==> src/rtl/dupire_local_volatility_defines.svh <==
// Assertion macros used by the local volatility top level.
`ifndef DUPIRE_LOCAL_VOLATILITY_DEFINES_SVH
`define DUPIRE_LOCAL_VOLATILITY_DEFINES_SVH

// Same-cycle implication, ignored while in reset.
`define DLV_ASSERT_IMP(lbl, ante, cons) \
  lbl: assert property (@(posedge clk) disable iff (!rst_n) (ante) |-> (cons)) \
    else $error("dlv assertion failed");

// Next-cycle implication, also checked across reset.
`define DLV_ASSERT_NXT(lbl, ante, cons) \
  lbl: assert property (@(posedge clk) (ante) |=> (cons)) \
    else $error("dlv assertion failed");

`endif

==> src/rtl/dlv_dly.sv <==
// Enabled delay line used to align operands between pipeline units.
`default_nettype none
module dlv_dly #(
  parameter int W = 64,
  parameter int N = 1
) (
  input  logic         clk,
  input  logic         en,
  input  logic [W-1:0] d,
  output logic [W-1:0] q
);

  logic [W-1:0] pipe_r [N];

  always_ff @(posedge clk) begin
    if (en) begin
      pipe_r[0] <= d;
      for (int i = 1; i < N; i++) pipe_r[i] <= pipe_r[i-1];
    end
  end

  assign q = pipe_r[N-1];

endmodule
`default_nettype wire

==> config.mk <==
export PLATFORM = sky130hd
export DESIGN_NAME = dlv_dly
export DESIGN_NICKNAME = d
export VERILOG_FILES = /design/src/rtl/dupire_local_volatility_defines.svh /design/src/rtl/dlv_dly.sv
export SDC_FILE = /design/constraint.sdc
export NUM_CORES = 1
export LEC_CHECK = 0
export BUFFER_PORTS_ARGS = -buffer_cell sky130_fd_sc_hd__buf_4
export CAP_MARGIN = 20
export CORE_AREA = 2 2 70 72
export DETAILED_ROUTE_END_ITERATION = 8
export DIE_AREA = 0 0 72 74
export PLACE_DENSITY = 0.9
export SLEW_MARGIN = 20
export SYNTH_ARGS = -nofsm -noshare
export SYNTH_HDL_FRONTEND = slang
export SYNTH_SLANG_ARGS = --single-unit
==> constraint.sdc <==
create_clock -name clk -period 0.8 [get_ports clk]
set_clock_uncertainty 0.15 [all_clocks]
set_input_delay 0.04 -clock clk [delete_from_list [all_inputs] [get_ports clk]]
set_output_delay 0.04 -clock clk [all_outputs]
set_load 0.01 [all_outputs]
==> impl_results.md <==
- Run status: finished with violations
- Violated checks: hold timing, setup timing
- Relative slew slack: about nine tenths
- Crit-path max cell delay: 440 ps
- WP data arrival: about 900 ps
- TritonCTS Buffers: 9
- Clk buf depth: 2
- Layout area overhead: 109%
- Vias in the first global route: 1604
- Nets: about 340
- Top post-synthesis cells by count: edfxtp_1 (64)
- Worst slew pin tran: 176 ps
- Layout cells sized above 1: between 50% and 60%
- Synth unique cells: 1
- Initial DRC Count: 74
- Critical path class: flop to output pin
- Die Span Y: about 74 um
- Drt pass-1 iters: 4
- Synthesized instance count: 64
- Cell accounting for the most synthesized area: edfxtp_1
- Pleak: between 1.5 and 2 nW
- Most frequent cell after synthesis: edfxtp_1
- Final GP Congestion: between 0.6 and 0.7
- I/O Buffers: between 100 and 150
- Row cnt: 25
- Hold Crit Start: d[23]
- Startpoint types: flop
- Synth Net Count: between 100 and 150
- Storage cell area: ~1900 um2
- Multi-Input Combinational: 0
- Final Critical Period: around 1100 ps
- Hold path endpoint: pipe_r[0][23]$_DFFE_PP_
- I/O pin count: 130
- CP Capture Type: output pin
- Async S/R FF share, synth: 0%
- Top area cells in the synthesized netlist: edfxtp_1 (100%)
- Clk root buf: clkbuf_8
- TritonCTS Sinks: 64
- Worst hold path type: input pin to flop
- Max Slew Vio Count: 0
- Multi-input logic area: 0 um2
- Setup ws final: -300 ps
- Largest net degree at the start of global routing: 33
- Synth warn: 0
- Max Cap Viol: 0
- Initial antenna violation count: 0
- Routed WL: roughly 6.4 mm
- VDD IR-drop max: between 1 and 1.5 mV
- First-pass GRT wire length: just under 9 mm
- CTS hold repair buffers: 64
- Vias: 1522
- Starting Density: 41.8%
- Max FFs per register: 64
- Final std cells w/o fill: about 330
- Delay-heaviest family, CP: flip-flops
- F_max: 0.909 GHz
- GRT Util Overall: 23.4%
- Maximum net fanout on the critical path: 1
- Setup Fix Bufs, Post-CTS: 0
- Worst path bufs/invs: 1
- Dpl ws: -26.7 ps
- Number of flops mapped to enable cells by yosys: 64
- Slowest-stage cell, CP: edfxtp_1
- Mapped Area: 1920 um2
- Routed WL per cell: 19.4 um
- H-tree depth: 3
- Remaining Overflow, GRT: 0
- Required time worst endpoint: a little over 600 ps
- RSZ-0062 raised after global routing: yes
- CTS clk-pin slew, worst paths: ~70 ps
- Period utilisation layout: 137%
- Pwr Density: 1910 nW/um2
- Antenna Cells: 0
- Synthesis-stage register bit count: 64
- Regs by FF count: pipe_r (64)
- Min-Delay Path Depth: 2
- Sequential area share after synthesis: 100%
- Antenna-violating nets left: 0
- Critical path cell sequence: buf_6
- Detailed-route DRC error count: 0
- TritonCTS clock tree: yes
- CORE AREA: roughly 4600 um2
- Top reg by flops: pipe_r
- Dominant register cell in the synthesized netlist: edfxtp_1
- Setup TNS: -15370 ps
- Die ar.: approximately 5300 um2
- Fin. Hold Viols: 1
- Post-synth top area share: between 90% and 100%
- Filler instances: 186
- Endpoints failing setup: 75
- Placed cell count: roughly 250
- Synth Area per Inst: about 30 um2
- Vias/cell: roughly 4.6
- Die W: roughly 72 um
- Hold_ws: -34.4 ps
## cell type report
| class | count | share of cell area [%] |
|---|---|---|
| timing repair buffer | 195 | 46.6 |
| tap | 54 | 1.68 |
| sequential | 64 | 47.8 |
| clock inverter | 4 | 0.529 |
| clock buffer | 12 | 3.36 |
## layer usage
layer	GRT usage (%)	vias up	share of wire, %
met4	10.9	0	1.6
met2	41.4	109	53
li1	-	672	-
met3	8.27	10	10
met5	0	-	0
met1	25.4	731	35
## repair_timing
| action | CTS | global route |
|---|---|---|
| gates resized for setup | 40 | 20 |
| endpoints found under the hold margin | 64 | 1 |
| setup endpoints to repair | 64 | 65 |
## cell usage in the layout, fill, tap and decap left out, drive strengths merged
cell / instances
buf: 131
clkbuf: 12
clkinv: 3
clkinvlp: 1
dlygate4sd3: 63
dlymetal6s4s: 1
edfxtp: 64
## power by group
part	leakage [nW]	switching (mW)	internal, mW	total, mW
registers	0.626	0.136	3.99	4.13
logic	0.988	0.434	0.854	1.29
clock network	0.0778	1.16	1.11	2.26
## per-stage QoR
step	util [%]	power (mW)	instance area [um2]
5_1_grt	87.4	7.98	4020
3_5_place_dp	65.2	4.99	3000
2_1_floorplan	-	4.27	1920
6_report	87.4	7.68	4020
3_3_place_gp	65.2	4.95	3000
4_1_cts	85.8	7.58	3950
## how the worst max path moves through the flow
| stage | startpoint | to | depth (start not counted) |
|---|---|---|---|
| 5_1_grt | pipe_r[0][0]$_DFFE_PP_ | q[0] | 1 |
| 2_1_floorplan | pipe_r[0][0]$_DFFE_PP_ | q[0] | 0 |
| 3_5_place_dp | en | pipe_r[0][53]$_DFFE_PP_ | 2 |
| 4_1_cts | pipe_r[0][35]$_DFFE_PP_ | q[35] | 1 |
| 6_report | pipe_r[0][0]$_DFFE_PP_ | q[0] | 1 |
| 3_3_place_gp | en | pipe_r[0][5]$_DFFE_PP_ | 2 |
## kinds of logic (layout without fill, tap and decap cells)
logic type	count (synthesis)	in the layout	share of synthesized area [%]
buffers and inverters	0	211	0
DFF	64	64	100
Power figures use the tool's default switching activity.
